### config.mk
export PLATFORM = sky130hd
export DESIGN_NAME = date_day_count_converter_core
export DESIGN_NICKNAME = d
export VERILOG_FILES = /design/src/sv/ddc_pkg.sv /design/src/sv/date_day_count_converter_core.sv /design/src/sv/ddc_check.sv /design/src/sv/ddc_year.sv /design/src/sv/ddc_month.sv
export VERILOG_INCLUDE_DIRS = /design/src /design/src/sv
export SDC_FILE = /design/constraint.sdc
export NUM_CORES = 1
export LEC_CHECK = 0
export BUFFER_PORTS_ARGS = -buffer_cell sky130_fd_sc_hd__buf_2
export CORE_ASPECT_RATIO = 2
export CORE_MARGIN = 10
export CORE_UTILIZATION = 31
export DETAILED_ROUTE_END_ITERATION = 16
export PLACE_DENSITY = 0.59
export SLEW_MARGIN = 15
export SYNTH_ARGS = -nofsm -noshare
export SYNTH_HDL_FRONTEND = slang
export SYNTH_SLANG_ARGS = --single-unit
### constraint.sdc
create_clock -name i_clk -period 8 [get_ports i_clk]
set_clock_uncertainty 0.1 [all_clocks]
set_input_delay 1.6 -clock i_clk [delete_from_list [all_inputs] [get_ports i_clk]]
set_output_delay 1.6 -clock i_clk [all_outputs]
set_load 0.05 [all_outputs]
### src/sv/date_day_count_converter_core_defines.svh
// ----------------------------------------------------------------------------
// Date day count converter: assertion macros
// Shared assertion forms for the converter core.
// ----------------------------------------------------------------------------
`ifndef DATE_DAY_COUNT_CONVERTER_CORE_DEFINES_SVH
`define DATE_DAY_COUNT_CONVERTER_CORE_DEFINES_SVH

// Same-cycle implication, disabled while reset is asserted.
`define DDC_ASSERT_IMP(lbl, clk, rst_n, ante, cons, msg) \
    lbl: assert property (@(posedge clk) disable iff (!rst_n) (ante) |-> (cons)) \
        else $error(msg);

// Next-cycle implication that stays active through reset.
`define DDC_ASSERT_NXT(lbl, clk, ante, cons, msg) \
    lbl: assert property (@(posedge clk) (ante) |=> (cons)) \
        else $error(msg);

`endif

### src/sv/ddc_pkg.sv
// ----------------------------------------------------------------------------
// ddc_pkg
// Types, constants and calendar functions for the date day count converter.
// ----------------------------------------------------------------------------
`timescale 1ns / 1ps

package ddc_pkg;

    localparam int unsigned EPOCH_YEAR     = 1970;
    localparam int unsigned LAST_YEAR      = 2038;
    localparam int unsigned NUM_MONTHS     = 12;
    localparam int unsigned COUNT_BITS_DEF = 16;

    // 2100 is the only year in reach that breaks the four-year leap rule.
    localparam int unsigned LEAP_SKIP_OFF  = 2100 - EPOCH_YEAR;
    localparam int unsigned LEAP_PHASE     = 2;

    // Year estimate: offset ~= count * EST_MUL >> EST_SHIFT, which is at most
    // one year low and never high over the whole 16-bit count range.
    localparam int unsigned EST_MUL        = 2870;
    localparam int unsigned EST_W          = 12;
    localparam int unsigned EST_SHIFT      = 20;

    localparam int unsigned YEAR_W         = 14;
    localparam int unsigned MD_W           = 7;
    localparam int unsigned CNT_W          = 16;
    localparam int unsigned YOFF_W         = 8;
    localparam int unsigned YS_W           = 17;
    localparam int unsigned REM_W          = 9;
    localparam int unsigned YEAR_OUT_W     = 12;
    localparam int unsigned MONTH_W        = 4;
    localparam int unsigned DAY_W          = 5;

    typedef enum logic {
        MODE_TO_COUNT = 1'b0,
        MODE_TO_DATE  = 1'b1
    } t_mode;

    typedef struct packed {
        t_mode                    mode;
        logic                     ok;
        logic [YOFF_W-1:0]        yoff;
        logic                     leap;
        logic [MONTH_W-1:0]       month;
        logic [DAY_W-1:0]         day;
        logic [CNT_W-1:0]         cnt;
    } t_chk;

    typedef struct packed {
        t_mode                    mode;
        logic                     ok;
        logic [YS_W-1:0]          ystart0;
        logic [YS_W-1:0]          ystart1;
        logic [REM_W-1:0]         mdays;
        logic [YOFF_W-1:0]        yoff;
        logic [CNT_W-1:0]         cnt;
    } t_yst;

    typedef struct packed {
        t_mode                    mode;
        logic                     ok;
        logic [CNT_W-1:0]         total;
        logic [YOFF_W-1:0]        yoff;
        logic [REM_W-1:0]         rem;
    } t_ysel;

    typedef struct packed {
        t_mode                    mode;
        logic                     ok;
        logic [CNT_W-1:0]         total;
        logic [YOFF_W-1:0]        yoff;
        logic [REM_W-1:0]         rem;
        logic [MONTH_W-1:0]       month;
        logic [REM_W-1:0]         mstart;
    } t_msel;

    typedef struct packed {
        logic                     valid_res;
        logic [CNT_W-1:0]         days_out;
        logic [YEAR_OUT_W-1:0]    year_out;
        logic [MONTH_W-1:0]       month_out;
        logic [DAY_W-1:0]         day_out;
    } t_res;

    function automatic logic [DAY_W-1:0] month_len(input logic [MONTH_W-1:0] m,
                                                   input logic leap);
        logic [DAY_W-1:0] n;
        case (m)
            4'd1, 4'd3, 4'd5, 4'd7, 4'd8, 4'd10, 4'd12: n = 5'd31;
            4'd4, 4'd6, 4'd9, 4'd11:                    n = 5'd30;
            4'd2:                                       n = leap ? 5'd29 : 5'd28;
            default:                                    n = 5'd0;
        endcase
        return n;
    endfunction

    // Days in the year before the first of month m.
    function automatic logic [REM_W-1:0] month_start(input logic [MONTH_W-1:0] m,
                                                     input logic leap);
        logic [REM_W-1:0] s;
        case (m)
            4'd1:    s = 9'd0;
            4'd2:    s = 9'd31;
            4'd3:    s = 9'd59;
            4'd4:    s = 9'd90;
            4'd5:    s = 9'd120;
            4'd6:    s = 9'd151;
            4'd7:    s = 9'd181;
            4'd8:    s = 9'd212;
            4'd9:    s = 9'd243;
            4'd10:   s = 9'd273;
            4'd11:   s = 9'd304;
            4'd12:   s = 9'd334;
            default: s = 9'd0;
        endcase
        if (leap && (m > 4'd2)) begin
            s = s + 9'd1;
        end
        return s;
    endfunction

    // Day count of January 1 of the year EPOCH_YEAR + k.
    function automatic logic [YS_W-1:0] year_start(input logic [YOFF_W-1:0] k);
        logic [YOFF_W-1:0] kp1;
        logic [YS_W-1:0]   base;
        kp1  = k + 8'd1;
        base = YS_W'(k) * YS_W'(365);
        base = base + YS_W'(kp1 >> 2);
        if (k > YOFF_W'(LEAP_SKIP_OFF)) begin
            base = base - YS_W'(1);
        end
        return base;
    endfunction

    function automatic logic year_is_leap(input logic [YOFF_W-1:0] k);
        return (k[1:0] == 2'(LEAP_PHASE)) && (k != YOFF_W'(LEAP_SKIP_OFF));
    endfunction

endpackage

### src/sv/date_day_count_converter_core.sv
// ----------------------------------------------------------------------------
// date_day_count_converter_core
// Converts between Gregorian dates and day counts since 1970-01-01. The
// slave channel takes one transaction per item: tuser carries the mode, tdata
// the date and the day count. With mode 0 the date is checked (years 1970 to
// 2038, real months and month lengths with leap Februaries) and its day count
// returned; with mode 1 the day count is turned into year, month and day.
// The master channel returns one transaction per item, in order; tuser is the
// valid flag. Fields that do not belong to the mode are zero.
// Five register stages lead from an accepted input to the master channel:
// check and estimate, year start lookup, year correction, month search,
// output register. Throughput is one transaction per cycle unless the
// receiver stalls. Each stage holds its item until the next one frees, so
// when the receiver stalls the pipeline keeps filling its empty stages and
// lowers tready only once all five are full; nothing is lost or repeated.
// Reset clears all valid bits; the block is ready in the first cycle after.
// ----------------------------------------------------------------------------
`timescale 1ns / 1ps
`include "date_day_count_converter_core_defines.svh"

module date_day_count_converter_core #(
    parameter int COUNT_BITS = ddc_pkg::COUNT_BITS_DEF
) (
    input  logic         i_clk,
    input  logic         i_rst_n,
    input  logic         i_s_axis_tvalid,
    output logic         o_s_axis_tready,
    // year[13:0], month[20:14], day[27:21], day_count[43:28], zero[47:44]
    input  logic [47:0]  i_s_axis_tdata,
    // mode[0]
    input  logic         i_s_axis_tuser,
    output logic         o_m_axis_tvalid,
    input  logic         i_m_axis_tready,
    // days_out[15:0], year_out[27:16], month_out[31:28], day_out[36:32], zero[39:37]
    output logic [39:0]  o_m_axis_tdata,
    // valid_res[0]
    output logic         o_m_axis_tuser
);

    // Stage handshakes: each stage accepts when it is empty or when the
    // stage after it is taking its item in the same cycle.
    logic               w_chk_valid;
    logic               w_chk_ready;
    ddc_pkg::t_chk      w_chk;
    logic               w_yr_valid;
    logic               w_yr_ready;
    ddc_pkg::t_ysel     w_yr;
    ddc_pkg::t_res      w_res;

    // The first stage validates a mode 0 date and, for mode 1, estimates the
    // year offset from the day count with one constant multiplication.
    ddc_check #(
        .COUNT_BITS (COUNT_BITS)
    ) u_check (
        .i_clk       (i_clk),
        .i_rst_n     (i_rst_n),
        .i_valid     (i_s_axis_tvalid),
        .o_ready     (o_s_axis_tready),
        .i_mode      (ddc_pkg::t_mode'(i_s_axis_tuser)),
        .i_year      (i_s_axis_tdata[13:0]),
        .i_month     (i_s_axis_tdata[20:14]),
        .i_day       (i_s_axis_tdata[27:21]),
        .i_day_count (i_s_axis_tdata[43:28]),
        .o_valid     (w_chk_valid),
        .i_ready     (w_chk_ready),
        .o_stage     (w_chk)
    );

    // Year start lookup, then the estimate is corrected by at most one year
    // and the remainder within the year is formed. Mode 0 sums its total here.
    ddc_year u_year (
        .i_clk   (i_clk),
        .i_rst_n (i_rst_n),
        .i_valid (w_chk_valid),
        .o_ready (w_chk_ready),
        .i_stage (w_chk),
        .o_valid (w_yr_valid),
        .i_ready (w_yr_ready),
        .o_stage (w_yr)
    );

    // Month search over the cumulative month starts, then the output register.
    ddc_month u_month (
        .i_clk   (i_clk),
        .i_rst_n (i_rst_n),
        .i_valid (w_yr_valid),
        .o_ready (w_yr_ready),
        .i_stage (w_yr),
        .o_valid (o_m_axis_tvalid),
        .i_ready (i_m_axis_tready),
        .o_res   (w_res)
    );

    assign o_m_axis_tdata = {3'b000, w_res.day_out, w_res.month_out,
                             w_res.year_out, w_res.days_out};
    assign o_m_axis_tuser = w_res.valid_res;

    // Input backpressure can only come from a stalled output.
    `DDC_ASSERT_IMP(a_stall_from_output, i_clk, i_rst_n,
        !o_s_axis_tready, o_m_axis_tvalid && !i_m_axis_tready,
        "input stalled while output is free")

    // Reset empties every stage.
    `DDC_ASSERT_NXT(a_reset_empty, i_clk, !i_rst_n,
        !o_m_axis_tvalid && o_s_axis_tready,
        "pipeline not empty after reset")

    // A rejected date produces an all-zero result.
    `DDC_ASSERT_IMP(a_invalid_zero, i_clk, i_rst_n,
        o_m_axis_tvalid && !o_m_axis_tuser, o_m_axis_tdata == 40'd0,
        "invalid result carries nonzero fields")

    // A decoded date is flagged valid, has month 1 to 12 and a nonzero day, and no count.
    `DDC_ASSERT_IMP(a_date_range, i_clk, i_rst_n,
        o_m_axis_tvalid && (o_m_axis_tdata[27:16] != 12'd0),
        o_m_axis_tuser && (o_m_axis_tdata[15:0] == 16'd0) &&
        (o_m_axis_tdata[31:28] >= 4'd1) && (o_m_axis_tdata[31:28] <= 4'd12) &&
        (o_m_axis_tdata[36:32] >= 5'd1),
        "decoded date out of range")

endmodule

### src/sv/ddc_check.sv
// ----------------------------------------------------------------------------
// ddc_check
// Input stage: date validation and year estimate for a day count.
// ----------------------------------------------------------------------------
`timescale 1ns / 1ps

module ddc_check #(
    parameter int COUNT_BITS = ddc_pkg::COUNT_BITS_DEF
) (
    input  logic                                i_clk,
    input  logic                                i_rst_n,
    input  logic                                i_valid,
    output logic                                o_ready,
    input  ddc_pkg::t_mode                      i_mode,
    input  logic [ddc_pkg::YEAR_W-1:0]          i_year,
    input  logic [ddc_pkg::MD_W-1:0]            i_month,
    input  logic [ddc_pkg::MD_W-1:0]            i_day,
    input  logic [ddc_pkg::CNT_W-1:0]           i_day_count,
    output logic                                o_valid,
    input  logic                                i_ready,
    output ddc_pkg::t_chk                       o_stage
);

    localparam int CntW = (COUNT_BITS < int'(ddc_pkg::CNT_W)) ? COUNT_BITS
                                                              : int'(ddc_pkg::CNT_W);
    localparam int ProdW = ddc_pkg::CNT_W + ddc_pkg::EST_W;

    logic                                r_vld;
    ddc_pkg::t_chk                       r_stage;
    ddc_pkg::t_chk                       n_stage;
    logic                                w_ready;
    logic [ddc_pkg::YOFF_W-1:0]          w_yoff;
    logic                                w_leap;
    logic [ddc_pkg::DAY_W-1:0]           w_mlen;
    logic                                w_year_ok;
    logic                                w_month_ok;
    logic                                w_day_ok;
    logic [ddc_pkg::CNT_W-1:0]           w_cnt;
    logic [ProdW-1:0]                    w_prod;

    assign w_ready = !r_vld || i_ready;
    assign o_ready = w_ready;
    assign o_valid = r_vld;
    assign o_stage = r_stage;

    always_comb begin
        w_year_ok  = (i_year >= ddc_pkg::YEAR_W'(ddc_pkg::EPOCH_YEAR)) &&
                     (i_year <= ddc_pkg::YEAR_W'(ddc_pkg::LAST_YEAR));
        w_yoff     = ddc_pkg::YOFF_W'(i_year - ddc_pkg::YEAR_W'(ddc_pkg::EPOCH_YEAR));
        w_leap     = ddc_pkg::year_is_leap(w_yoff);
        w_month_ok = (i_month >= ddc_pkg::MD_W'(1)) &&
                     (i_month <= ddc_pkg::MD_W'(ddc_pkg::NUM_MONTHS));
        w_mlen     = ddc_pkg::month_len(i_month[ddc_pkg::MONTH_W-1:0], w_leap);
        w_day_ok   = (i_day != ddc_pkg::MD_W'(0)) && (i_day <= ddc_pkg::MD_W'(w_mlen));
        w_cnt      = ddc_pkg::CNT_W'(i_day_count[CntW-1:0]);
        w_prod     = ProdW'(w_cnt) * ProdW'(ddc_pkg::EST_MUL);

        n_stage.mode  = i_mode;
        n_stage.ok    = (i_mode == ddc_pkg::MODE_TO_COUNT) &&
                        w_year_ok && w_month_ok && w_day_ok;
        n_stage.yoff  = (i_mode == ddc_pkg::MODE_TO_DATE) ?
                        w_prod[ddc_pkg::EST_SHIFT +: ddc_pkg::YOFF_W] : w_yoff;
        n_stage.leap  = w_leap;
        n_stage.month = i_month[ddc_pkg::MONTH_W-1:0];
        n_stage.day   = i_day[ddc_pkg::DAY_W-1:0];
        n_stage.cnt   = w_cnt;
    end

    always_ff @(posedge i_clk) begin
        if (!i_rst_n) begin
            r_vld <= 1'b0;
        end else if (w_ready) begin
            r_vld <= i_valid;
        end
    end

    always_ff @(posedge i_clk) begin
        if (w_ready && i_valid) begin
            r_stage <= n_stage;
        end
    end

endmodule

### src/sv/ddc_year.sv
// ----------------------------------------------------------------------------
// ddc_year
// Year start lookup and year correction, two register stages.
// ----------------------------------------------------------------------------
`timescale 1ns / 1ps

module ddc_year (
    input  logic                  i_clk,
    input  logic                  i_rst_n,
    input  logic                  i_valid,
    output logic                  o_ready,
    input  ddc_pkg::t_chk         i_stage,
    output logic                  o_valid,
    input  logic                  i_ready,
    output ddc_pkg::t_ysel        o_stage
);

    logic                         r_vld_a;
    logic                         r_vld_b;
    ddc_pkg::t_yst                r_a;
    ddc_pkg::t_yst                n_a;
    ddc_pkg::t_ysel               r_b;
    ddc_pkg::t_ysel               n_b;
    logic                         w_ready_a;
    logic                         w_ready_b;
    logic [ddc_pkg::YS_W:0]       w_diff1;
    logic                         w_take1;

    assign w_ready_b = !r_vld_b || i_ready;
    assign w_ready_a = !r_vld_a || w_ready_b;
    assign o_ready   = w_ready_a;
    assign o_valid   = r_vld_b;
    assign o_stage   = r_b;

    // Both neighboring year starts are fetched; the next stage picks one.
    always_comb begin
        n_a.mode    = i_stage.mode;
        n_a.ok      = i_stage.ok;
        n_a.ystart0 = ddc_pkg::year_start(i_stage.yoff);
        n_a.ystart1 = ddc_pkg::year_start(i_stage.yoff + ddc_pkg::YOFF_W'(1));
        n_a.mdays   = ddc_pkg::month_start(i_stage.month, i_stage.leap) +
                      ddc_pkg::REM_W'(i_stage.day) - ddc_pkg::REM_W'(1);
        n_a.yoff    = i_stage.yoff;
        n_a.cnt     = i_stage.cnt;
    end

    always_comb begin
        w_diff1 = (ddc_pkg::YS_W + 1)'(r_a.cnt) - (ddc_pkg::YS_W + 1)'(r_a.ystart1);
        w_take1 = !w_diff1[ddc_pkg::YS_W];

        n_b.mode  = r_a.mode;
        n_b.ok    = r_a.ok;
        n_b.total = r_a.ystart0[ddc_pkg::CNT_W-1:0] + ddc_pkg::CNT_W'(r_a.mdays);
        n_b.yoff  = r_a.yoff + ddc_pkg::YOFF_W'(w_take1);
        n_b.rem   = w_take1 ? w_diff1[ddc_pkg::REM_W-1:0] :
                    (r_a.cnt[ddc_pkg::REM_W-1:0] - r_a.ystart0[ddc_pkg::REM_W-1:0]);
    end

    always_ff @(posedge i_clk) begin
        if (!i_rst_n) begin
            r_vld_a <= 1'b0;
            r_vld_b <= 1'b0;
        end else begin
            if (w_ready_a) begin
                r_vld_a <= i_valid;
            end
            if (w_ready_b) begin
                r_vld_b <= r_vld_a;
            end
        end
    end

    always_ff @(posedge i_clk) begin
        if (w_ready_a && i_valid) begin
            r_a <= n_a;
        end
        if (w_ready_b && r_vld_a) begin
            r_b <= n_b;
        end
    end

endmodule

### src/sv/ddc_month.sv
// ----------------------------------------------------------------------------
// ddc_month
// Month search and result formatting, two register stages.
// ----------------------------------------------------------------------------
`timescale 1ns / 1ps

module ddc_month (
    input  logic                  i_clk,
    input  logic                  i_rst_n,
    input  logic                  i_valid,
    output logic                  o_ready,
    input  ddc_pkg::t_ysel        i_stage,
    output logic                  o_valid,
    input  logic                  i_ready,
    output ddc_pkg::t_res         o_res
);

    logic                              r_vld_a;
    logic                              r_vld_b;
    ddc_pkg::t_msel                    r_a;
    ddc_pkg::t_msel                    n_a;
    ddc_pkg::t_res                     r_b;
    ddc_pkg::t_res                     n_b;
    logic                              w_ready_a;
    logic                              w_ready_b;
    logic                              w_leap;
    logic [ddc_pkg::REM_W-1:0]         w_ms;

    assign w_ready_b = !r_vld_b || i_ready;
    assign w_ready_a = !r_vld_a || w_ready_b;
    assign o_ready   = w_ready_a;
    assign o_valid   = r_vld_b;
    assign o_res     = r_b;

    // The latest month whose first day is not past the remainder wins.
    always_comb begin
        w_leap    = ddc_pkg::year_is_leap(i_stage.yoff);
        n_a.mode  = i_stage.mode;
        n_a.ok    = i_stage.ok;
        n_a.total = i_stage.total;
        n_a.yoff  = i_stage.yoff;
        n_a.rem   = i_stage.rem;
        n_a.month = ddc_pkg::MONTH_W'(1);
        n_a.mstart = ddc_pkg::REM_W'(0);
        w_ms      = ddc_pkg::REM_W'(0);
        for (int i = 2; i <= int'(ddc_pkg::NUM_MONTHS); i++) begin
            w_ms = ddc_pkg::month_start(ddc_pkg::MONTH_W'(i), w_leap);
            if (i_stage.rem >= w_ms) begin
                n_a.month  = ddc_pkg::MONTH_W'(i);
                n_a.mstart = w_ms;
            end
        end
    end

    always_comb begin
        n_b = '0;
        if (r_a.mode == ddc_pkg::MODE_TO_DATE) begin
            n_b.valid_res = 1'b1;
            n_b.year_out  = ddc_pkg::YEAR_OUT_W'(ddc_pkg::EPOCH_YEAR) +
                            ddc_pkg::YEAR_OUT_W'(r_a.yoff);
            n_b.month_out = r_a.month;
            n_b.day_out   = ddc_pkg::DAY_W'(r_a.rem - r_a.mstart + ddc_pkg::REM_W'(1));
        end else if (r_a.ok) begin
            n_b.valid_res = 1'b1;
            n_b.days_out  = r_a.total;
        end
    end

    always_ff @(posedge i_clk) begin
        if (!i_rst_n) begin
            r_vld_a <= 1'b0;
            r_vld_b <= 1'b0;
        end else begin
            if (w_ready_a) begin
                r_vld_a <= i_valid;
            end
            if (w_ready_b) begin
                r_vld_b <= r_vld_a;
            end
        end
    end

    always_ff @(posedge i_clk) begin
        if (w_ready_a && i_valid) begin
            r_a <= n_a;
        end
        if (w_ready_b && r_vld_a) begin
            r_b <= n_b;
        end
    end

endmodule

== Word level (Yosys, flattened, before mapping) ==
Memory sizes are Yosys's and may differ from the RTL's. A register that Yosys moved wholly into a read port is not among the register bits.
Cells that the tools add are included.
Storage, ports and cells
  flip-flop bits (word level): 222
  bits in latches: 0
  RAM bits: 0
  ROM bits: 144
  input bits: 53
  output and inout port bits: 43
  memories kept: 1
Operators by class
  add/subtract/negate cells: 17
  $mul: 3
  divide/modulo/power cells: 0
  $lt $le $gt $ge: 19
  eq/ne operators: 16
  shift-type cells: 0
  mux-type cells: 30
  bitwise logic cells: 2
  reduce and logical (&&, ||, !) cells: 30
Memories
  (no name shown): depth 16, bits a word 9, read ports 1, clocked after Yosys merged registers in 1, write ports 0, line ddc_pkg.sv:101  | case (m)
Operator list (count)
  $mux W13: 5
  $mux W12: 4
  $ge A9 B8 Y1: 4
  $mux W17: 2
  $ge A9 B9 Y1: 3
  $mul A16 B11 Y27 const B: 1
  $eq A4 B4 Y1 const B: 5
  $ge A9 B7 Y1: 2
  $mux W9: 2
  $sub A16 B17 Y18: 1
  $add A17 B6 Y17: 1
  $mul A8 B9 Y17 const B: 1
  $sub A17 B1 Y17 const B: 1
  $add A16 B6 Y16: 1
  $add A16 B9 Y16: 1
  $add A8 B1 Y8 const B: 2
  $eq A4 B3 Y1 const B: 4
  $gt A8 B8 Y1 const B: 2
  $mul A8 B9 Y16 const B: 1
  $mux W16: 1
  $ne A8 B8 Y1 const B: 2
  $sub A16 B1 Y16 const B: 1
  $pmux W5 S3: 1
  $ge A14 B11 Y1 const B: 1
  other kinds (35): 68

== Longest topological paths before layout ==
Gate-level depths: netlist of run 1.
  depth in word-level cells: 14
  gate-level depth with buffers: 25

== Modules after synthesis ==
A second synthesis of run 1 with hierarchy kept.
Unflattened totals
  cells, all modules: 1735
  area total of the unflattened synthesis: 18793.0 um^2
Modules (own cells, without submodules)
  ddc_year: times used 1, cells each 970, area an instance 9973.3 um^2
  ddc_check: times used 1, cells each 497, area an instance 5153.7 um^2
  ddc_month: times used 1, cells each 264, area an instance 3639.7 um^2
  date_day_count_converter_core: times used 1, cells each 4, area an instance 26.3 um^2

== Worst setup path before layout of run 1 ==
No wires, ideal clock.
  kind: input-to-reg
  from: input port i_m_axis_tready
  to: register u_year.r_a, in the netlist u_year.n_b[33] (enable)
  library setup time: 598 ps
  data arrival time: 6940 ps
  path slack: 362 ps
  stages on the path: 4
  path buffers: 1
  path through: nor2b_1 -> and3_1 -> clkbuf_1 -> a21boi_0
On the way
  word-level cells in the longest chain between the ends: 5
RTL lines
  start, declared: line date_day_count_converter_core.sv:33  | input logic i_m_axis_tready,
  $logic_or A1 B1 Y1: line ddc_month.sv:29  | assign w_ready_b = !r_vld_b || i_ready;
  $logic_or A1 B1 Y1: line ddc_month.sv:30  | assign w_ready_a = !r_vld_a || w_ready_b;
  $logic_or A1 B1 Y1: line ddc_year.sv:29  | assign w_ready_b = !r_vld_b || i_ready;
  $logic_or A1 B1 Y1: line ddc_year.sv:30  | assign w_ready_a = !r_vld_a || w_ready_b;
  $logic_and A1 B1 Y1: line ddc_year.sv:74  | if (w_ready_a && i_valid) begin
  end signal, assigned: line ddc_year.sv:75  | r_a <= n_a;
  end, declared: line ddc_year.sv:20  | ddc_pkg::t_yst r_a;
Every way passes these cells.
A chain may end at the register's enable or synchronous reset.

==> flow_summary.json, run 1 <==
{
  "status": "completed",
  "fin_nets": 2197,
  "synth_top_area_cell": "edfxtp_1",
  "ant_nets": 0,
  "synth_area_leaders": "edfxtp_1, ha_1, fa_1",
  "path_max_fanout": 6,
  "syn_avg_cell_area_sq_um": 11.1,
  "synth.most_common_cell": "inv_1",
  "critical_path_buf_inv_count": 5,
  "rr_worst_depth": 24,
  "cp_common_cell": "ha_1",
  "core_area_sq_mm": 0.0582,
  "die_area_sq_mm": 0.0696,
  "max_slew_margin_pct": 35.4,
  "tritoncts": "done",
  "async_flop_share_pct": 0,
  "gr-total-overflow": 0,
  "worstSetupPathType": "reg2reg",
  "reg2reg_from": "u_check.o_stage[29]$_DFFE_PP_",
  "start_kind": "flip-flop",
  "rsz0062_at_grt": "false",
  "synth-seq-cells": 231,
  "hold_path.class": "reg2reg",
  "cts_buffers": 24,
  "netlist_area_sq_mm": 0.0183,
  "wl_per_cell_um": 14.2,
  "synth_seq_area_share_pct": 37.2,
  "dp_hpwl_um": 30200,
  "start_util_pct": 31.4,
  "synth_commonest_cells": "inv_1, ha_1, edfxtp_1, fa_1, a21oi_1",
  "totalWireLength_um": 35800,
  "clock.fmax_mhz": 145,
  "crit_chain": "ha_1, nand3_1, xor2_1, inv_2, ha_1, nand4_1, xnor2_1, ha_1, inv_1, fa_1, inv_1, ha_1, inv_1, fa_1, inv_1, ha_1, nor2b_4, o31a_1, o21a_1, or3_1, a211o_1, or3b_4, nor4_2, xnor3_1",
  "min_from": "u_year.o_stage[31]$_DFFE_PP_",
  "cpLargestDelayFamily": "adder cells",
  "crit_path_end_kind": "flip-flop",
  "synthToLayoutAreaGrowth_pct": 12.1,
  "nFillCells": 5869,
  "path_clk_slew_ns": 0.06,
  "setup_viol": 0,
  "required_ns": 8.17,
  "drtPass1Iterations": 4,
  "grtUsageTotal_pct": 10.3,
  "grt_pass1_vias": 12400,
  "ctsResizeCount": 0,
  "tightest_slew_ns": 0.966,
  "postSynthCellCount": 1639,
  "slowest_stage": "fa_1",
  "die_h_um": 363,
  "min_period_ns": 6.89,
  "grt_pass1_wl_um": 59100,
  "yosys_warnings": 0,
  "synth-edff-count": 217,
  "hold_buffers": 0,
  "drt-initial-drc-count": 331,
  "cpPeakStageDelay_ns": 0.53,
  "ys_types": 66,
  "worstHoldPathCells": 0,
  "grt_max_degree": 69,
  "worst_ep_arrival_time_ns": 7.06,
  "drc": 0,
  "finalHoldViolCount": 0,
  "io_buffers": 88,
  "drive_gt1_share_pct": 9.00,
  "cts.sinks": 231,
  "r2r_slack_ns": 1.11,
  "fp-row-count": 125,
  "diodes": 0,
  "final-max-slew-violation-count": 0,
  "cts_buffer_depth": 3,
  "io_pins": 96,
  "viasPerCell": 4.61,
  "insertion_delay_ns": 0.54,
  "gp_congestion": 0.863,
  "htree_num_levels": 1,
  "die_w_um": 192,
  "whs_endpoint": "u_month.r_a[44]$_DFFE_PP_",
  "fin_tns_setup_ns": 0,
  "clockRootBuffer": "clkbuf_16",
  "antenna_found_initial": 1,
  "cts_post_setup_buffers_inserted": 0,
  "synthFlopType": "edfxtp_1",
  "timing.rr.end": "u_year.r_a[49]$_DFFE_PP_",
  "num_vias": 11700,
  "cap_violations": 0,
  "netlist.area_leader.share_pct": 35.7,
  "period_share_pct": 86.2
}
## sequential cells by signal, indices dropped and copies added, names as in the netlist, named ones only
register         count
u_year.o_valid       1
u_year.n_b           2
u_month.r_a         40
u_month.o_res       38
u_check.o_stage     36
u_year.r_a          66
u_month.r_vld_a      1
u_year.r_vld_a       1
u_check.o_valid      1
u_month.o_valid      1
u_year.o_stage      35
## how the worst max path moves through the flow
stage,from,endpoint,slack [ns],depth (start not counted)
6_report,u_check.o_stage[29]$_DFFE_PP_,u_year.r_a[49]$_DFFE_PP_,1.11,24
2_1_floorplan,i_m_axis_tready,u_year.n_b[33]$_DFFE_PP_,0.36,4
5_1_grt,u_check.o_stage[28]$_DFFE_PP_,u_year.r_a[49]$_DFFE_PP_,0.70,25
3_5_place_dp,i_s_axis_tdata[32],u_check.o_stage[33]$_DFFE_PP_,0.93,17
3_3_place_gp,i_s_axis_tdata[32],u_check.o_stage[33]$_DFFE_PP_,0.95,17
4_1_cts,u_check.o_stage[29]$_DFFE_PP_,u_year.r_a[49]$_DFFE_PP_,1.05,24
## per-layer routing
metal	GRT usage [%]	vias up	part of all wire, %
met5	0	-	0.036
met4	3.72	2	3.1
met3	1.16	61	3.3
met2	21.4	174	58
met1	9.78	5594	35
li1	-	5828	-
## cells in the final DEF (no fill, tap or decap), types with 12 or more instances in the layout
master       n
nor2_1      53
fa_1       112
a21o_1      27
dfxtp_1     14
edfxtp_1   217
a21oi_1     77
and2_1      34
nand2b_1    16
a31oi_1     12
nor3_1      14
nand3_1     20
o21a_1      17
a211oi_1    12
nor2b_1     18
inv_1      304
ha_1       282
nand4_1     17
buf_2       88
mux2i_1     18
o21ai_0     44
xnor2_1     75
nand2_1     64
xor2_1      50
clkbuf_16   25
## through the flow
stage               instances  setup WS (ns)  hold slack [ns]  utilization [%]  cell area [sq um]
floorplan                1641          0.362            0.300                -              18300
global route             2529          0.698            0.326             35.2              20500
detailed placement       2486          0.935            0.305             33.9              19700
global placement         2486          0.949            0.303             33.9              19700
CTS                      2529           1.05            0.314             35.2              20500
finish                   2529           1.11            0.313             35.2              20500
## layout make-up
type                            instances  area, sq um  area share (%)
Sequential cell                       231         6800            33.2
Multi-Input combinational cell       1089        10300            50.3
Clock inverter                         13          108           0.526
Inverter                              306         1150            5.61
Tap cell                              762          953            4.66
Clock buffer                           30          644            3.15
Timing Repair Buffer                   98          515            2.52
## cell families (layout without fill, tap and decap cells)
family,after synthesis,in the layout,share of synthesized area [%]
AO/OA/AOI/OAI,249,249,8.65
XOR/XNOR,126,126,6.12
adder cells (fa/ha/maj),394,394,31.6
buffers and inverters,321,447,6.67
flip-flops,231,231,37.2
multiplexers,20,20,1.11
other,1,3,0.0205
AND/OR/NAND/NOR,297,297,8.60
Power of run 1 is not shown: default switching activity piles up to over one toggle a cycle in this logic, so the estimate is an artifact.
==> run 2: changes to the inputs <==
==> constraint.sdc (replaced) <==
create_clock -name i_clk -period 6.3 [get_ports i_clk]
set_clock_uncertainty 0.1 [all_clocks]
set_input_delay 1.26 -clock i_clk [delete_from_list [all_inputs] [get_ports i_clk]]
set_output_delay 1.26 -clock i_clk [all_outputs]
set_load 0.05 [all_outputs]
==> flow_summary.json, run 2 (synthesis results as in run 1) <==
{
  "hold_path.class": "reg2reg",
  "worstSetupStartpoint": "u_check.o_stage[29]$_DFFE_PP_",
  "drtPass1Iterations": 6,
  "clockRootBuffer": "clkbuf_16",
  "dpl.cell_count": 2524,
  "largest_register_ff_count": 66,
  "dp_hpwl_um": 31800,
  "gr-total-overflow": 0,
  "met2_usage_pct": 23.3,
  "tightest_slew_ns": 0.958,
  "fin_nets": 2239,
  "grt_max_degree": 69,
  "most-common-layout-cells": "inv_1, ha_1, edfxtp_1, fa_1, buf_2",
  "clock.fmax_mhz": 168,
  "viasPerCell": 4.60,
  "final-max-slew-violation-count": 0,
  "gp_congestion": 0.845,
  "multi_input_area_sq_mm": 0.0104,
  "grt.busiest_layer": "met2",
  "use_met1_pct": 10.4,
  "cts_buffer_depth": 3,
  "worst_ep_arrival_time_ns": 6.14,
  "worstSetupPathType": "reg2reg",
  "crit_path_end_kind": "flip-flop",
  "cts_buffers": 23,
  "die_area_sq_mm": 0.0696,
  "regMostFlops": "u_year.r_a",
  "seq_area_sq_mm": 0.00680,
  "stdcell_count": 2571,
  "rr_worst_depth": 25,
  "io_buffers": 88,
  "grt_pass1_vias": 13100,
  "grt_pass1_wl_um": 62700,
  "nFillCells": 5870,
  "ant_nets": 0,
  "r2r_slack_ns": 0.33,
  "required_ns": 6.47,
  "status": "completed",
  "timing.rr.end": "u_year.r_a[48]$_DFFE_PP_",
  "min_period_ns": 5.97,
  "wl_per_cell_um": 14.6,
  "start_kind": "flip-flop",
  "path_clk_slew_ns": 0.06,
  "die_h_um": 363,
  "totalWireLength_um": 37400,
  "insertion_delay_ns": 0.53,
  "endpoint": "u_year.r_a[48]$_DFFE_PP_",
  "core_area_sq_mm": 0.0582,
  "finalHoldViolCount": 0,
  "fin_tns_setup_ns": 0,
  "cts.sinks": 231,
  "cap_violations": 0,
  "drive_gt1_share_pct": 11.9,
  "grt_util_met3_pct": 1.25,
  "start_util_pct": 31.4,
  "fp-row-count": 125,
  "reg2reg_from": "u_check.o_stage[29]$_DFFE_PP_",
  "synthToLayoutAreaGrowth_pct": 14.5,
  "io_pins": 96,
  "antenna_found_initial": 0,
  "drt-initial-drc-count": 344,
  "die_w_um": 192,
  "period_share_pct": 94.7,
  "grtUsageTotal_pct": 11.0,
  "layout_commonest_cell": "inv_1",
  "htree_num_levels": 1,
  "path_max_fanout": 5,
  "drc": 0,
  "num_vias": 11800,
  "tritoncts": "done",
  "setup_viol": 0,
  "max_slew_margin_pct": 36.0
}
==> run 2: changes by cell type in the layout (fill, tap and decap cells not counted), moves of 3 or more <==
| cell | before | now |
|---|---|---|
| buf_4 | 10 | 52 |
| bufinv_16 | 1 | 5 |
| clkbuf_1 | 5 | 1 |
| ha_1 | 282 | 279 |
| ha_2 | 0 | 3 |
| xnor2_1 | 75 | 72 |
| xnor2_2 | 0 | 3 |
==> run 2: worst min-delay path by stage <==
stage,startpoint,endpoint,slack [ns],cells past startpoint
2_1_floorplan,u_year.o_stage[17]$_DFFE_PP_,u_month.r_a[30]$_DFFE_PP_,0.30,0
3_3_place_gp,u_check.o_stage[8]$_DFFE_PP_,u_year.r_a[8]$_DFFE_PP_,0.31,0
3_5_place_dp,u_year.o_stage[23]$_DFFE_PP_,u_month.r_a[36]$_DFFE_PP_,0.30,0
4_1_cts,u_year.o_stage[32]$_DFFE_PP_,u_month.r_a[45]$_DFFE_PP_,0.32,0
5_1_grt,u_check.o_stage[0]$_DFFE_PP_,u_year.r_a[0]$_DFFE_PP_,0.33,0
6_report,u_year.o_stage[32]$_DFFE_PP_,u_month.r_a[45]$_DFFE_PP_,0.31,0
==> run 2: metrics by stage <==
| stage | utilization (%) | hold WS, ns | instance area (sq um) | worst slack (ns) |
|---|---|---|---|---|
| 2_1_floorplan | - | 0.300 | 18300 | 0.00996 |
| 3_3_place_gp | 34.4 | 0.305 | 20000 | -0.118 |
| 3_5_place_dp | 34.4 | 0.305 | 20000 | -0.104 |
| 4_1_cts | 35.8 | 0.319 | 20800 | 0.151 |
| 5_1_grt | 35.9 | 0.329 | 20900 | -0.0169 |
| 6_report | 35.9 | 0.314 | 20900 | 0.331 |
==> run 2: layout make-up <==
type | instances | share of cell area, %
Multi-Input combinational cell | 1089 | 49.6
Timing Repair Buffer | 141 | 4.03
Antenna cell | 1 | 0.0120
Clock buffer | 24 | 2.77
Inverter | 306 | 5.50
Tap cell | 762 | 4.56
Sequential cell | 231 | 32.5
Clock inverter | 17 | 1.06
==> run 2: timing repair <==
item / in CTS / in global routing
hold buffers: 0 / 0
hold endpoints to repair: 0 / 0
setup buffers: 0 / 5
setup endpoints to repair: 0 / 5
resized for setup: 0 / 10
==> run 2: critical path: stages (launching register included) <==
cell      delay (ns)
edfxtp_1        0.43
ha_2            0.22
nand4_1         0.14
xnor2_2         0.24
inv_1           0.09
ha_1            0.22
nand4_1         0.10
xnor2_1         0.09
ha_1            0.29
inv_1           0.05
fa_1            0.50
inv_1           0.04
ha_1            0.26
inv_1           0.05
fa_1            0.53
inv_1           0.04
ha_1            0.30
nor2b_4         0.13
o31a_1          0.25
o21a_1          0.18
or3_1           0.32
a211o_1         0.28
or3b_4          0.40
buf_4           0.15
nor3_1          0.22
xor2_1          0.09
==> run 2: metal layers <==
metal  vias to the layer above  share of wire [%]
met2                       162                 59
met3                        42                3.3
met4                         0                2.2
met1                      5706                 35
met5                         -                  0
li1                       5913                  -
Power of run 2 is left out for the same reason.
==> run 3: changes to the inputs <==
--- a/config.mk
+++ b/config.mk
@@ -12,6 +12,7 @@
 export CORE_UTILIZATION = 31
 export DETAILED_ROUTE_END_ITERATION = 16
 export PLACE_DENSITY = 0.59
+export RECOVER_POWER = 50
 export SLEW_MARGIN = 15
 export SYNTH_ARGS = -nofsm -noshare
 export SYNTH_HDL_FRONTEND = slang
==> flow_summary.json, run 3 (synthesis results as in run 1) <==
{
  "status": "completed",
  "slowest_stage": "or4_1",
  "timing.rr.end": "u_year.r_a[64]$_DFFE_PP_",
  "setup_slack_ns": 0.305,
  "totalWireLength_um": 37400,
  "hold_path.class": "reg2reg",
  "cts_buffer_depth": 3,
  "nFillCells": 5875,
  "setup_viol": 0,
  "start_kind": "flip-flop",
  "dp_hpwl_um": 31800,
  "layout_commonest_cell": "inv_1",
  "drt-initial-drc-count": 354,
  "drc": 0,
  "synthToLayoutAreaGrowth_pct": 14.4,
  "final-max-slew-violation-count": 0,
  "worst_ep_arrival_time_ns": 6.17,
  "clockRootBuffer": "clkbuf_16",
  "fin_nets": 2239,
  "start_util_pct": 31.4,
  "antenna_found_initial": 0,
  "regMostFlops": "u_year.r_a",
  "viasPerCell": 4.59,
  "cpPeakStageDelay_ns": 0.56,
  "max_slew_margin_pct": 36.1,
  "crit_chain": "ha_2, nand3_1, xor2_2, buf_4, fa_1, inv_1, ha_1, ha_1, inv_1, fa_1, inv_1, ha_1, fa_1, a21o_1, a211oi_1, nor2_1, or3_1, or4_1, nor4_2, nand2_1, xor2_1",
  "cap_violations": 0,
  "gp_congestion": 0.845,
  "fp-row-count": 125,
  "finalHoldViolCount": 0,
  "clock.fmax_mhz": 167,
  "grt.busiest_layer": "met2",
  "endpoint": "u_year.r_a[64]$_DFFE_PP_",
  "rr_worst_depth": 21,
  "wl_per_cell_um": 14.6,
  "grt_pass1_wl_um": 62700,
  "core_area_sq_mm": 0.0582,
  "die_h_um": 363,
  "ant_nets": 0,
  "use_met1_pct": 10.4,
  "grt_util_met3_pct": 1.25,
  "hold_buffers": 0,
  "drive_gt1_share_pct": 11.7,
  "tritoncts": "done",
  "htree_num_levels": 1,
  "dp_slack_ns": -0.104,
  "required_ns": 6.47,
  "tightest_slew_ns": 0.956,
  "whs_ns": 0.316,
  "die_area_sq_mm": 0.0696,
  "cts.sinks": 231,
  "crit_path_end_kind": "flip-flop",
  "worstSetupStartpoint": "u_check.o_stage[29]$_DFFE_PP_",
  "grtUsageTotal_pct": 11.0,
  "die_w_um": 192,
  "path_max_fanout": 5,
  "most-common-layout-cells": "inv_1, ha_1, edfxtp_1, fa_1, buf_2",
  "drtPass1Iterations": 5,
  "met2_usage_pct": 23.3,
  "grt_max_degree": 69,
  "num_vias": 11800,
  "path_clk_slew_ns": 0.06,
  "io_pins": 96,
  "gr-total-overflow": 0,
  "r2r_slack_ns": 0.31,
  "insertion_delay_ns": 0.53,
  "largest_register_ff_count": 66,
  "min_period_ns": 5.99,
  "grt_pass1_vias": 13100,
  "worstSetupPathType": "reg2reg",
  "period_share_pct": 95.2,
  "io_buffers": 88,
  "reg2reg_from": "u_check.o_stage[29]$_DFFE_PP_",
  "cts_buffers": 23
}
run 3: worst max-delay path: cells and delay by family, from the launching register on:
family	cells	cell delay, ns
AO/OA/AOI/OAI	2	0.41
adder cells (fa/ha/maj)	7	2.46
flip-flops	1	0.43
XOR/XNOR	2	0.35
AND/OR/NAND/NOR	6	1.68
buffers and inverters	4	0.31
run 3: layout make-up:
class                   instances  area, sq um  share of cell area (%)
diodes                          1         2.50                  0.0120
multi-input cells            1089        10400                    49.6
clock buffers                  24          579                    2.77
repair buffers                141          830                    3.97
clock inverters                17          221                    1.06
well taps                     762          953                    4.56
inverters                     306         1150                    5.50
flip-flops and latches        231         6800                    32.5
run 3: timing repair:
item | in CTS | in global routing
setup endpoints to repair | 0 | 5
buffers inserted | 0 | 5
resized for setup | 0 | 10
run 3: how the worst min path moves through the flow:
stage / slack (ns) / depth (start not counted) / to / start
finish: 0.32 / 0 / u_month.r_a[45]$_DFFE_PP_ / u_year.o_stage[32]$_DFFE_PP_
global route: 0.33 / 0 / u_year.r_a[0]$_DFFE_PP_ / u_check.o_stage[0]$_DFFE_PP_
detailed placement: 0.30 / 0 / u_month.r_a[36]$_DFFE_PP_ / u_year.o_stage[23]$_DFFE_PP_
CTS: 0.32 / 0 / u_month.r_a[45]$_DFFE_PP_ / u_year.o_stage[32]$_DFFE_PP_
floorplan: 0.30 / 0 / u_month.r_a[30]$_DFFE_PP_ / u_year.o_stage[17]$_DFFE_PP_
global placement: 0.31 / 0 / u_year.r_a[8]$_DFFE_PP_ / u_check.o_stage[8]$_DFFE_PP_
run 3: stage by stage:
| stage | area [sq um] | std cells | TNS [ns] | utilization (%) |
|---|---|---|---|---|
| 2_1_floorplan | 18300 | 1641 | 0 | - |
| 3_3_place_gp | 20000 | 2524 | -0.232 | 34.4 |
| 3_5_place_dp | 20000 | 2524 | -0.209 | 34.4 |
| 4_1_cts | 20800 | 2565 | 0 | 35.8 |
| 5_1_grt | 20900 | 2570 | -0.0167 | 35.9 |
| 6_report | 20900 | 2571 | 0 | 35.9 |
run 3: layer usage:
layer,vias up,wire length [um]
met1,5689,13100
met5,-,0
li1,5912,-
met2,164,22200
met3,44,1330
met4,0,839
Power of run 3 is left out for the same reason.
